### src/rtl/whip_gesture_detector_core_assert.svh
// Assertion macros for the whip gesture detector core.
`ifndef WHIP_GESTURE_DETECTOR_CORE_ASSERT_SVH
`define WHIP_GESTURE_DETECTOR_CORE_ASSERT_SVH

// Condition that must hold at every clock edge out of reset.
`define WGD_ASSERT(label, expr, msg) \
	label: assert property (@(posedge clk) disable iff (!arst_n) (expr)) \
		else $error(msg);

// Consequence that must hold in the cycle after the antecedent.
`define WGD_ASSERT_NEXT(label, ante, cons, msg) \
	label: assert property (@(posedge clk) disable iff (!arst_n) (ante) |=> (cons)) \
		else $error(msg);

`endif

### src/rtl/wgd_pkg.sv
// Constants and register codes for the whip gesture detector core.
`timescale 1ns / 1ps

package wgd_pkg;

	localparam int HISTORY_DEPTH_DEF = 5;
	localparam int MAP_DEPTH_DEF     = 6;
	localparam int SAMPLE_WIDTH_DEF  = 16;

	localparam int RANGE_W   = 15;
	localparam int TIMEOUT_W = 16;
	localparam int CFG_W     = 16;
	localparam int CFG_IDX_W = 1;

	localparam logic [TIMEOUT_W-1:0] TIMEOUT_RESET = TIMEOUT_W'(850);

	// Register indexes on the configuration port
	localparam logic [CFG_IDX_W-1:0] REG_ACCEL_RANGE = 1'd0;
	localparam logic [CFG_IDX_W-1:0] REG_TIMEOUT     = 1'd1;

	// Q7.8 thresholds
	localparam int FACE_UP_OFFSET = 2509;   // 9.8
	localparam int WHIP_Z_LIMIT   = -2816;  // -11.0
	localparam int SMALL_X_LIMIT  = 1792;   // 7.0
	localparam int AVG_Z_LIMIT    = 1280;   // 5.0

	// Flip threshold 0.7 of full scale, as 7/10
	localparam int FLIP_NUM = 7;
	localparam int FLIP_DEN = 10;

endpackage

### src/rtl/whip_gesture_detector_core.sv
// Whip gesture detector: z history, whip and flip maps, detection timer.
// Sequence: a timer tick goes straight to evaluation; a sample first sums up to DEPTH-1
//   stored entries, adds z, takes the magnitude, divides and sums the updated history.
// One request at a time: a new one is taken only once evaluation has handed its result
//   on (it waits while the last result is unread), as the one shared adder sums the
//   history and runs the restoring divide one quotient bit per cycle.
// Reset: arst_n clears control, counters, maps and the timer at once; history not cleared.
`timescale 1ns / 1ps

module whip_gesture_detector_core import wgd_pkg::*; #(
	parameter int HISTORY_DEPTH = HISTORY_DEPTH_DEF,
	parameter int MAP_DEPTH     = MAP_DEPTH_DEF,
	parameter int SAMPLE_WIDTH  = SAMPLE_WIDTH_DEF,
	localparam int IN_W = ((3 * SAMPLE_WIDTH + 2 + 7) / 8) * 8
) (
	input  logic                 clk,
	input  logic                 arst_n,
	// input request channel
	input  logic                 s_tvalid,
	output logic                 s_tready,
	input  logic [IN_W-1:0]      s_tdata,   // accel_x, accel_y, accel_z, orientation_known, face_up
	input  logic                 s_tuser,   // kind: 0 sample, 1 timer tick
	// result channel
	output logic                 m_tvalid,
	input  logic                 m_tready,
	output logic [7:0]           m_tdata,   // whip_detected, detecting
	// configuration writes
	input  logic                 cfg_we,
	input  logic [CFG_IDX_W-1:0] cfg_index,
	input  logic [CFG_W-1:0]     cfg_data
);

	localparam int SW    = SAMPLE_WIDTH;
	localparam int ZC_W  = $clog2(HISTORY_DEPTH + 1);
	localparam int IDX_W = $clog2(HISTORY_DEPTH);
	localparam int MC_W  = $clog2(MAP_DEPTH + 1);
	localparam int MAG_W = SW + $clog2(HISTORY_DEPTH);  // |sum| of z and history
	localparam int UW    = MAG_W + 2;                   // shared adder width, signed
	localparam int DC_W  = $clog2(MAG_W);
	localparam int ZW    = SW + 2;                      // room for z minus face-up offset
	localparam int CW    = SW + 6;                      // flip compare products

	// sequencer states
	localparam logic [2:0] ST_IDLE = 3'd0;
	localparam logic [2:0] ST_ACC  = 3'd1;  // sum stored history
	localparam logic [2:0] ST_ZADD = 3'd2;  // add new z
	localparam logic [2:0] ST_ABS  = 3'd3;  // magnitude of the sum
	localparam logic [2:0] ST_DIV  = 3'd4;  // restoring divide by entry count
	localparam logic [2:0] ST_CHK  = 3'd5;  // sum of the updated history
	localparam logic [2:0] ST_EVAL = 3'd6;  // maps, timer, result

	localparam logic signed [ZW-1:0] WHIP_LIM  = ZW'(WHIP_Z_LIMIT);
	localparam logic signed [ZW-1:0] FU_OFFSET = ZW'(FACE_UP_OFFSET);
	localparam logic [SW-1:0]        SMALL_X   = SW'(SMALL_X_LIMIT);

	logic [2:0] state_q;

	// configuration
	logic [RANGE_W-1:0]   range_q;
	logic [TIMEOUT_W-1:0] timeout_q;

	// captured request
	logic                 kind_q;
	logic signed [SW-1:0] x_q, y_q, z_q;
	logic                 ori_q;
	logic                 fu_q;

	// detector state
	logic [SW-1:0]        hist_q [HISTORY_DEPTH];
	logic [ZC_W-1:0]      z_count_q;
	logic [MAP_DEPTH-1:0] whip_bits_q, flip_bits_q;
	logic [MC_W-1:0]      whip_cnt_q, flip_cnt_q;
	logic signed [SW-1:0] prev_x_q, prev_y_q;
	logic                 detect_q;
	logic [TIMEOUT_W-1:0] timer_q;

	// sequencer datapath
	logic [ZC_W-1:0]      zc_sat_q;   // stored entries summed, capped at DEPTH-1
	logic [IDX_W-1:0]     idx_q;
	logic signed [UW-1:0] acc_q;      // sum of stored history
	logic signed [UW-1:0] num_q;      // signed sum including new z
	logic signed [UW-1:0] rem_q;
	logic [MAG_W-1:0]     quo_q;      // dividend in, quotient out
	logic [DC_W-1:0]      dcnt_q;
	logic signed [UW-1:0] chk_q;

	// result register
	logic out_valid_q, out_whip_q, out_det_q;

	logic accept, out_free, out_load;
	assign accept   = s_tvalid && s_tready;
	assign out_free = !out_valid_q || m_tready;
	assign out_load = (state_q == ST_EVAL) && out_free;
	assign s_tready = (state_q == ST_IDLE);
	assign m_tvalid = out_valid_q;
	assign m_tdata  = {6'd0, out_det_q, out_whip_q};

	// next count with the cap applied
	logic [ZC_W-1:0] zc_in, zc_new;
	assign zc_in  = (z_count_q > ZC_W'(HISTORY_DEPTH - 1)) ? ZC_W'(HISTORY_DEPTH - 1)
		: z_count_q;
	assign zc_new = zc_sat_q + ZC_W'(1);

	// ---- shared adder / subtractor ----
	logic signed [UW-1:0] ua, ub, ur;
	logic                 usub;
	assign ur = usub ? (ua - ub) : (ua + ub);

	logic signed [UW-1:0] rem_sh;
	assign rem_sh = {rem_q[UW-2:0], quo_q[MAG_W-1]};

	always_comb begin
		ua   = acc_q;
		ub   = '0;
		usub = 1'b0;
		case (state_q)
			ST_ACC: begin
				ub = {{(UW-SW){1'b0}}, hist_q[idx_q]};
			end
			ST_ZADD: begin
				ub = {{(UW-SW){z_q[SW-1]}}, z_q};
			end
			ST_ABS: begin
				ua   = '0;
				ub   = num_q;
				usub = num_q[UW-1];
			end
			ST_DIV: begin
				ua   = rem_sh;
				ub   = {{(UW-ZC_W){1'b0}}, zc_new};
				usub = 1'b1;
			end
			ST_CHK: begin
				// new average plus the stored entries that stay in the history
				ua = {{(UW-SW){1'b0}}, quo_q[SW-1:0]};
				ub = acc_q;
			end
			default: begin
				ua = acc_q;
			end
		endcase
	end

	// ---- evaluation of one request ----
	logic signed [ZW-1:0]   zadj;
	logic signed [SW:0]     dx, dy;
	logic [SW:0]            adx, ady;
	logic [SW-1:0]          ax, apx;
	logic [CW-1:0]          flip_lim;
	logic                   is_whip, flip_x, flip_y;
	logic                   chk_go, avg_ok, flip_clear;
	logic [MAP_DEPTH-1:0]   fmask;
	logic [UW-1:0]          avg_lim;
	logic                   whip_n, det_n;
	logic [TIMEOUT_W-1:0]   tmr_n;
	logic [MAP_DEPTH-1:0]   wb_n, fb_n;
	logic [MC_W-1:0]        wc_n, fc_n;

	always_comb begin
		zadj = {{2{z_q[SW-1]}}, z_q} - (fu_q ? FU_OFFSET : '0);
		dx   = {prev_x_q[SW-1], prev_x_q} - {x_q[SW-1], x_q};
		dy   = {prev_y_q[SW-1], prev_y_q} - {y_q[SW-1], y_q};
		adx  = dx[SW] ? (SW+1)'(-dx) : dx;
		ady  = dy[SW] ? (SW+1)'(-dy) : dy;
		ax   = x_q[SW-1] ? SW'(-x_q) : x_q;
		apx  = prev_x_q[SW-1] ? SW'(-prev_x_q) : prev_x_q;

		// |dx| * 10000 > -(range * 0.1285 * 10000) fails only for dx = 0 at zero range
		is_whip = (zadj < WHIP_LIM) && ((range_q != '0) || (dx != '0))
			&& (apx < SMALL_X) && (ax < SMALL_X);

		flip_lim = CW'(range_q) * CW'(FLIP_NUM);
		flip_x = ((x_q[SW-1] && !prev_x_q[SW-1] && prev_x_q != '0)
			|| (!x_q[SW-1] && x_q != '0 && prev_x_q[SW-1]))
			&& (CW'(adx) * CW'(FLIP_DEN) > flip_lim);
		flip_y = ((y_q[SW-1] && !prev_y_q[SW-1] && prev_y_q != '0)
			|| (!y_q[SW-1] && y_q != '0 && prev_y_q[SW-1]))
			&& (CW'(ady) * CW'(FLIP_DEN) > flip_lim);

		// average of the updated history against 5.0, without dividing
		avg_lim = UW'(zc_new) * UW'(AVG_Z_LIMIT);
		avg_ok  = $unsigned(chk_q) >= avg_lim;
		chk_go  = detect_q && (whip_cnt_q == MC_W'(MAP_DEPTH))
			&& whip_bits_q[MAP_DEPTH-1];

		// flips seen among the newest flip_count-1 entries
		for (int i = 0; i < MAP_DEPTH; i++) begin
			fmask[i] = (i + 1) < int'(flip_cnt_q);
		end
		flip_clear = (flip_bits_q & fmask) == '0;

		whip_n = 1'b0;
		det_n  = detect_q;
		tmr_n  = timer_q;
		wb_n   = whip_bits_q;
		wc_n   = whip_cnt_q;
		fb_n   = flip_bits_q;
		fc_n   = flip_cnt_q;

		if (kind_q) begin
			if (timer_q != '0) begin
				tmr_n = timer_q - TIMEOUT_W'(1);
				if (timer_q == TIMEOUT_W'(1)) begin
					det_n = 1'b0;
				end
			end
		end else if (ori_q) begin
			if (chk_go && avg_ok) begin
				det_n = 1'b0;
				tmr_n = '0;
				if (whip_bits_q[2:0] == 3'b000) begin
					wb_n   = '0;
					wc_n   = '0;
					whip_n = flip_clear;
				end
			end
			wc_n = ((wc_n > MC_W'(MAP_DEPTH - 1)) ? MC_W'(MAP_DEPTH - 1) : wc_n) + MC_W'(1);
			wb_n = {wb_n[MAP_DEPTH-2:0], is_whip};
			if (is_whip && !det_n && tmr_n == '0) begin
				tmr_n = (timeout_q == '0) ? TIMEOUT_W'(1) : timeout_q;
				det_n = 1'b1;
			end
			fc_n = ((fc_n > MC_W'(MAP_DEPTH - 1)) ? MC_W'(MAP_DEPTH - 1) : fc_n) + MC_W'(1);
			fb_n = {fb_n[MAP_DEPTH-2:0], flip_x || flip_y};
		end
	end

	// ---- configuration ----
	always_ff @(posedge clk or negedge arst_n) begin
		if (!arst_n) begin
			range_q   <= '0;
			timeout_q <= TIMEOUT_RESET;
		end else if (cfg_we) begin
			case (cfg_index)
				REG_ACCEL_RANGE: range_q   <= cfg_data[RANGE_W-1:0];
				REG_TIMEOUT:     timeout_q <= cfg_data[TIMEOUT_W-1:0];
				default:         range_q   <= range_q;
			endcase
		end
	end

	// ---- sequencer and state ----
	always_ff @(posedge clk or negedge arst_n) begin
		if (!arst_n) begin
			state_q     <= ST_IDLE;
			z_count_q   <= '0;
			whip_bits_q <= '0;
			whip_cnt_q  <= '0;
			flip_bits_q <= '0;
			flip_cnt_q  <= '0;
			prev_x_q    <= '0;
			prev_y_q    <= '0;
			detect_q    <= 1'b0;
			timer_q     <= '0;
			out_valid_q <= 1'b0;
		end else begin
			// a new result replaces the one taken at this edge
			if (out_load) begin
				out_valid_q <= 1'b1;
			end else if (m_tready) begin
				out_valid_q <= 1'b0;
			end
			case (state_q)
				ST_IDLE: begin
					if (accept) begin
						if (s_tuser) begin
							state_q <= ST_EVAL;
						end else if (zc_in == '0) begin
							state_q <= ST_ZADD;
						end else begin
							state_q <= ST_ACC;
						end
					end
				end
				ST_ACC: begin
					if (ZC_W'(idx_q) == zc_sat_q - ZC_W'(1)) begin
						state_q <= ST_ZADD;
					end
				end
				ST_ZADD: state_q <= ST_ABS;
				ST_ABS:  state_q <= ST_DIV;
				ST_DIV: begin
					if (dcnt_q == DC_W'(MAG_W - 1)) begin
						state_q <= ST_CHK;
					end
				end
				ST_CHK: state_q <= ST_EVAL;
				ST_EVAL: begin
					// hold here while the previous result still waits
					if (out_free) begin
						state_q     <= ST_IDLE;
						whip_bits_q <= wb_n;
						whip_cnt_q  <= wc_n;
						flip_bits_q <= fb_n;
						flip_cnt_q  <= fc_n;
						detect_q    <= det_n;
						timer_q     <= tmr_n;
						if (!kind_q) begin
							z_count_q <= zc_new;
							if (ori_q) begin
								prev_x_q <= x_q;
								prev_y_q <= y_q;
							end
						end
					end
				end
				default: state_q <= ST_IDLE;
			endcase
		end
	end

	// ---- payload registers ----
	always_ff @(posedge clk) begin
		case (state_q)
			ST_IDLE: begin
				kind_q   <= s_tuser;
				x_q      <= s_tdata[SW-1:0];
				y_q      <= s_tdata[2*SW-1:SW];
				z_q      <= s_tdata[3*SW-1:2*SW];
				ori_q    <= s_tdata[3*SW];
				fu_q     <= s_tdata[3*SW+1];
				zc_sat_q <= zc_in;
				idx_q    <= '0;
				acc_q    <= '0;
			end
			ST_ACC: begin
				acc_q <= ur;
				idx_q <= idx_q + IDX_W'(1);
			end
			ST_ZADD: num_q <= ur;
			ST_ABS: begin
				quo_q  <= ur[MAG_W-1:0];
				rem_q  <= '0;
				dcnt_q <= '0;
			end
			ST_DIV: begin
				dcnt_q <= dcnt_q + DC_W'(1);
				if (!ur[UW-1]) begin
					rem_q <= ur;
					quo_q <= {quo_q[MAG_W-2:0], 1'b1};
				end else begin
					rem_q <= rem_sh;
					quo_q <= {quo_q[MAG_W-2:0], 1'b0};
				end
			end
			ST_CHK: chk_q <= ur;
			ST_EVAL: begin
				if (out_free) begin
					out_whip_q <= whip_n;
					out_det_q  <= det_n;
					if (!kind_q) begin
						// newest first; |average| fits the sample width
						for (int i = HISTORY_DEPTH - 1; i > 0; i--) begin
							hist_q[i] <= hist_q[i-1];
						end
						hist_q[0] <= quo_q[SW-1:0];
					end
				end
			end
			default: acc_q <= acc_q;
		endcase
	end

	// ---- assertions ----
	`include "whip_gesture_detector_core_assert.svh"

	`WGD_ASSERT(a_detect_timer, detect_q == (timer_q != '0), "detect flag and timer disagree")
	`WGD_ASSERT(a_zcount_cap, z_count_q <= ZC_W'(HISTORY_DEPTH), "z history count overflow")
	`WGD_ASSERT_NEXT(a_busy_after_req, accept, !s_tready, "request taken while busy")
	`WGD_ASSERT_NEXT(a_result_from_eval, state_q != ST_EVAL && !m_tready && !out_valid_q,
		!out_valid_q, "result appeared outside evaluation")

endmodule

### config.mk
export PLATFORM = sky130hd
export DESIGN_NAME = whip_gesture_detector_core
export DESIGN_NICKNAME = d
export VERILOG_FILES = /design/src/rtl/wgd_pkg.sv /design/src/rtl/whip_gesture_detector_core.sv
export VERILOG_INCLUDE_DIRS = /design/src /design/src/rtl
export SDC_FILE = /design/constraint.sdc
export NUM_CORES = 1
export LEC_CHECK = 0
export BUFFER_PORTS_ARGS = -buffer_cell sky130_fd_sc_hd__buf_2
export CELL_PAD_IN_SITES_DETAIL_PLACEMENT = 1
export CELL_PAD_IN_SITES_GLOBAL_PLACEMENT = 2
export CORE_MARGIN = 10
export CORE_UTILIZATION = 35
export CTS_CLUSTER_SIZE = 8
export DETAILED_ROUTE_END_ITERATION = 12
export PLACE_DENSITY_LB_ADDON = 0.15
export SLEW_MARGIN = 40
export SYNTH_ARGS = -nofsm -noshare
export SYNTH_HDL_FRONTEND = slang
export SYNTH_SLANG_ARGS = --single-unit
### constraint.sdc
create_clock -name clk -period 14.05 [get_ports clk]
set_input_delay 1.405 -clock clk [delete_from_list [all_inputs] [get_ports clk]]
set_output_delay 1.405 -clock clk [all_outputs]
set_load 0.05 [all_outputs]
==> run metrics <==
status finished, final reports clean; Chip Width 276 um; Slew HR between 40% and 50%; WP data required about 15,000 ps; H-tree levels 2; ANT cells 0; CP bufs+invs 0; Nets 2,566; cts bufs inserted 51; RD Place Congestion 0.821; CTS tree done; critical path class flip-flop to flip-flop; critical path launch point y_q[0]$_DFFE_PP_; worst r2r src y_q[0]$_DFFE_PP_; drt first pass iters 5; Syn. warnings 0; Detailed Place HPWL 50,900 um; WP depth 26; area fraction in compound gates after synthesis roughly 16%; clk sinks 354; Post-synth EDFFs 246; Synth Area in Adders 12.3%; DR WL/cell 21.6 um; Syn Std Cell Area 22,900 um2; Layout Skew 29.8 ps; IO Pins 89; Std-Cell Rows 93; share of the synthesized area in the top cell type about a third; DIE AREA 75,900 um2; Slew Limit Fails 0; Synth cell types 99; mux share of post-synthesis cell area 4.11%; fin crit share a little over half; Post-synth ARST share 29.7%; Placeable Area around 65,000 um2; Post-Synth Simple-Gate Area 13.6%; Worst Hold Class flip-flop to flip-flop; Iteration-0 DRC Markers approximately 890; Synth Flop Type edfxtp_1; fillers 7,169; final routed DRC violation total 0; Worst-path clk slew roughly 60 ps; hold_buf cts 0; MaxCap Viol Count 0; post-route cell area 25,700 um2; via count between 15k and 20k; Crit path max-delay family compound AO/OA/AOI/OAI gates; Skew-Pair Late Insertion Delay 610 ps; CP max stage delay 620 ps; area delta synth->final 12.6%; main area contributors after synthesis edfxtp_1, dfrtp_1, ha_1, nand2_1, xnor2_1; layout cells sized above 1 10.9%; setup violators final 0; area leader, netlist edfxtp_1; sequential share of the synthesized area 44.1%; clk buf depth 3; fin worst setup slack 6670 ps; post-CTS setup buffer count 0; Port Buffers 76; Worst setup SP type flip-flop; Fmax achieved 135 MHz; WP data arrival 7860 ps; R2R setup slack 6670 ps; XOR/XNOR share of the synthesized area 5.48%; first-pass GRT wire length 107,000 um; fin cells 3,160; placed cells 3,076; Post-Syn Area per Cell about 10 um2; largest net degree at the start of global routing 71; most used cell, CP ha_1; grt total ovfl 0; Via density approximately 5.4; cell count after synthesis about 2.2k; worst reg2reg path endpoint flip_bits_q[0]$_DFFE_PN0P_; R2R depth 26; largest family of logic cells by synthesized area compound AO/OA/AOI/OAI gates; GRT Total Usage 17.9%; Fin. Hold Viols 0; Starting Density between 30% and 40%; Tmin final 7380 ps; chip height 276 um; number of antenna-violating nets in the routed design 0; Slew @ Worst Pin 796 ps; initial antenna violation count 1; Post-DP Area around 24,000 um2; hold path startpoint hist_q[0][6]$_DFFE_PP_; Crit Path Max Fanout 13; Crit. End Element flip-flop; pre-CTS setup slack about 6700 ps; final wirelength 68,200 um; Worst setup endpoint flip_bits_q[0]$_DFFE_PN0P_; root buffer selected by CTS clkbuf_16; flops & latches, synth 354; Crit-path slowest cell a2111oi_0; vias in the first global route 18.2k; setup_tns 0 ps; post-cts sizing count 0; RSZ-0062 raised after global routing no
metal layers:
metal / vias to the layer above / share of wire (%) / global-route usage [%]
met5: - / 0 / 0
met1: 8562 / 45 / 22.6
met2: 227 / 50 / 31.7
li1: 8220 / - / -
met4: 0 / 2.3 / 5.09
met3: 74 / 3.4 / 2.29
state kept, by name, indices dropped and copies added, names as in the netlist, 3 cells and up, named ones only:
register,cells
num_q,21
flip_bits_q,6
idx_q,3
timer_q,16
y_q,16
whip_cnt_q,3
range_q,15
chk_q,21
hist_q,80
zc_sat_q,3
whip_bits_q,6
state_q,3
quo_q,19
z_q,16
x_q,16
prev_x_q,16
rem_q,20
timeout_q,16
flip_cnt_q,3
prev_y_q,16
acc_q,21
dcnt_q,5
z_count_q,3
cells in the final DEF, fill, tap and decap left out, drive strengths merged, types with 7 or more instances in the layout:
cell type  netlist  routed
a22oi           15      15
mux2i           44      44
nor3            45      45
nor2b           31      31
nand3           54      54
xor2            55      55
o2111ai          8       8
xnor2           85      85
and2            27      27
o31ai           25      25
a21o            43      43
mux4            11      11
fa              20      20
inv            157     157
nor4            28      28
buf             37     104
o21a            25      25
and3            17      17
mux2            22      22
nand2b          18      18
ha             193     193
nor2           128     128
o2bb2ai          9       9
a221oi          40      40
or3              7       7
o21bai          14      14
a31oi           19      19
dfrtp          100     100
a21oi          120     120
o21ai          153     153
edfxtp         246     246
clkbuf          45      81
o221ai           7       7
or2             11      11
nand2          200     200
nand4           22      22
stage by stage:
stage | hold WS [ps] | utilization, %
after floorplan | 417 | -
after global placement | 425 | 37.4
after detailed placement | 433 | 37.5
after CTS | 441 | 39.8
after global routing | 449 | 39.8
final | 444 | 39.8
synth_stat cells (44+ instances only):
master and instances:
inv_1 157, edfxtp_1 246, ha_1 193, nor2_1 126, dfrtp_1 100, xnor2_1 84
nand2_1 200, nor3_1 45, xor2_1 54, mux2i_1 44, a21oi_1 119, o21ai_0 146
nand3_1 54, clkbuf_1 45
area by class of cell:
type                    instances  area [um2]  share of cell area, %
clock buffers                  81        1430                   5.56
repair buffers                104         604                   2.35
inverters                     157         589                   2.29
well taps                     855        1070                   4.16
clock inverters                 3        55.1                  0.214
flip-flops and latches        354       10100                   39.2
multi-input cells            1606       11900                   46.2
logic make-up (layout without fill, tap and decap cells):
| family | count (synthesis) | count (layout) |
|---|---|---|
| flip-flops | 354 | 354 |
| XOR/XNOR | 140 | 140 |
| other | 1 | 6 |
| adder cells (fa/ha/maj) | 213 | 213 |
| AND/OR/NAND/NOR | 625 | 625 |
| buffers and inverters | 239 | 345 |
| multiplexers | 77 | 77 |
| AO/OA/AOI/OAI | 545 | 545 |
how the worst min path moves through the flow:
stage | end | cells past startpoint
floorplan | hist_q[2][13]$_DFFE_PP_ | 0
global placement | hist_q[3][13]$_DFFE_PP_ | 0
detailed placement | hist_q[3][13]$_DFFE_PP_ | 0
CTS | hist_q[1][6]$_DFFE_PP_ | 0
global route | hist_q[1][6]$_DFFE_PP_ | 0
finish | hist_q[1][6]$_DFFE_PP_ | 0
Power is left out: the tool's default activity adds up to more than one toggle a clock period on the data nets, which glitch-free logic cannot reach.
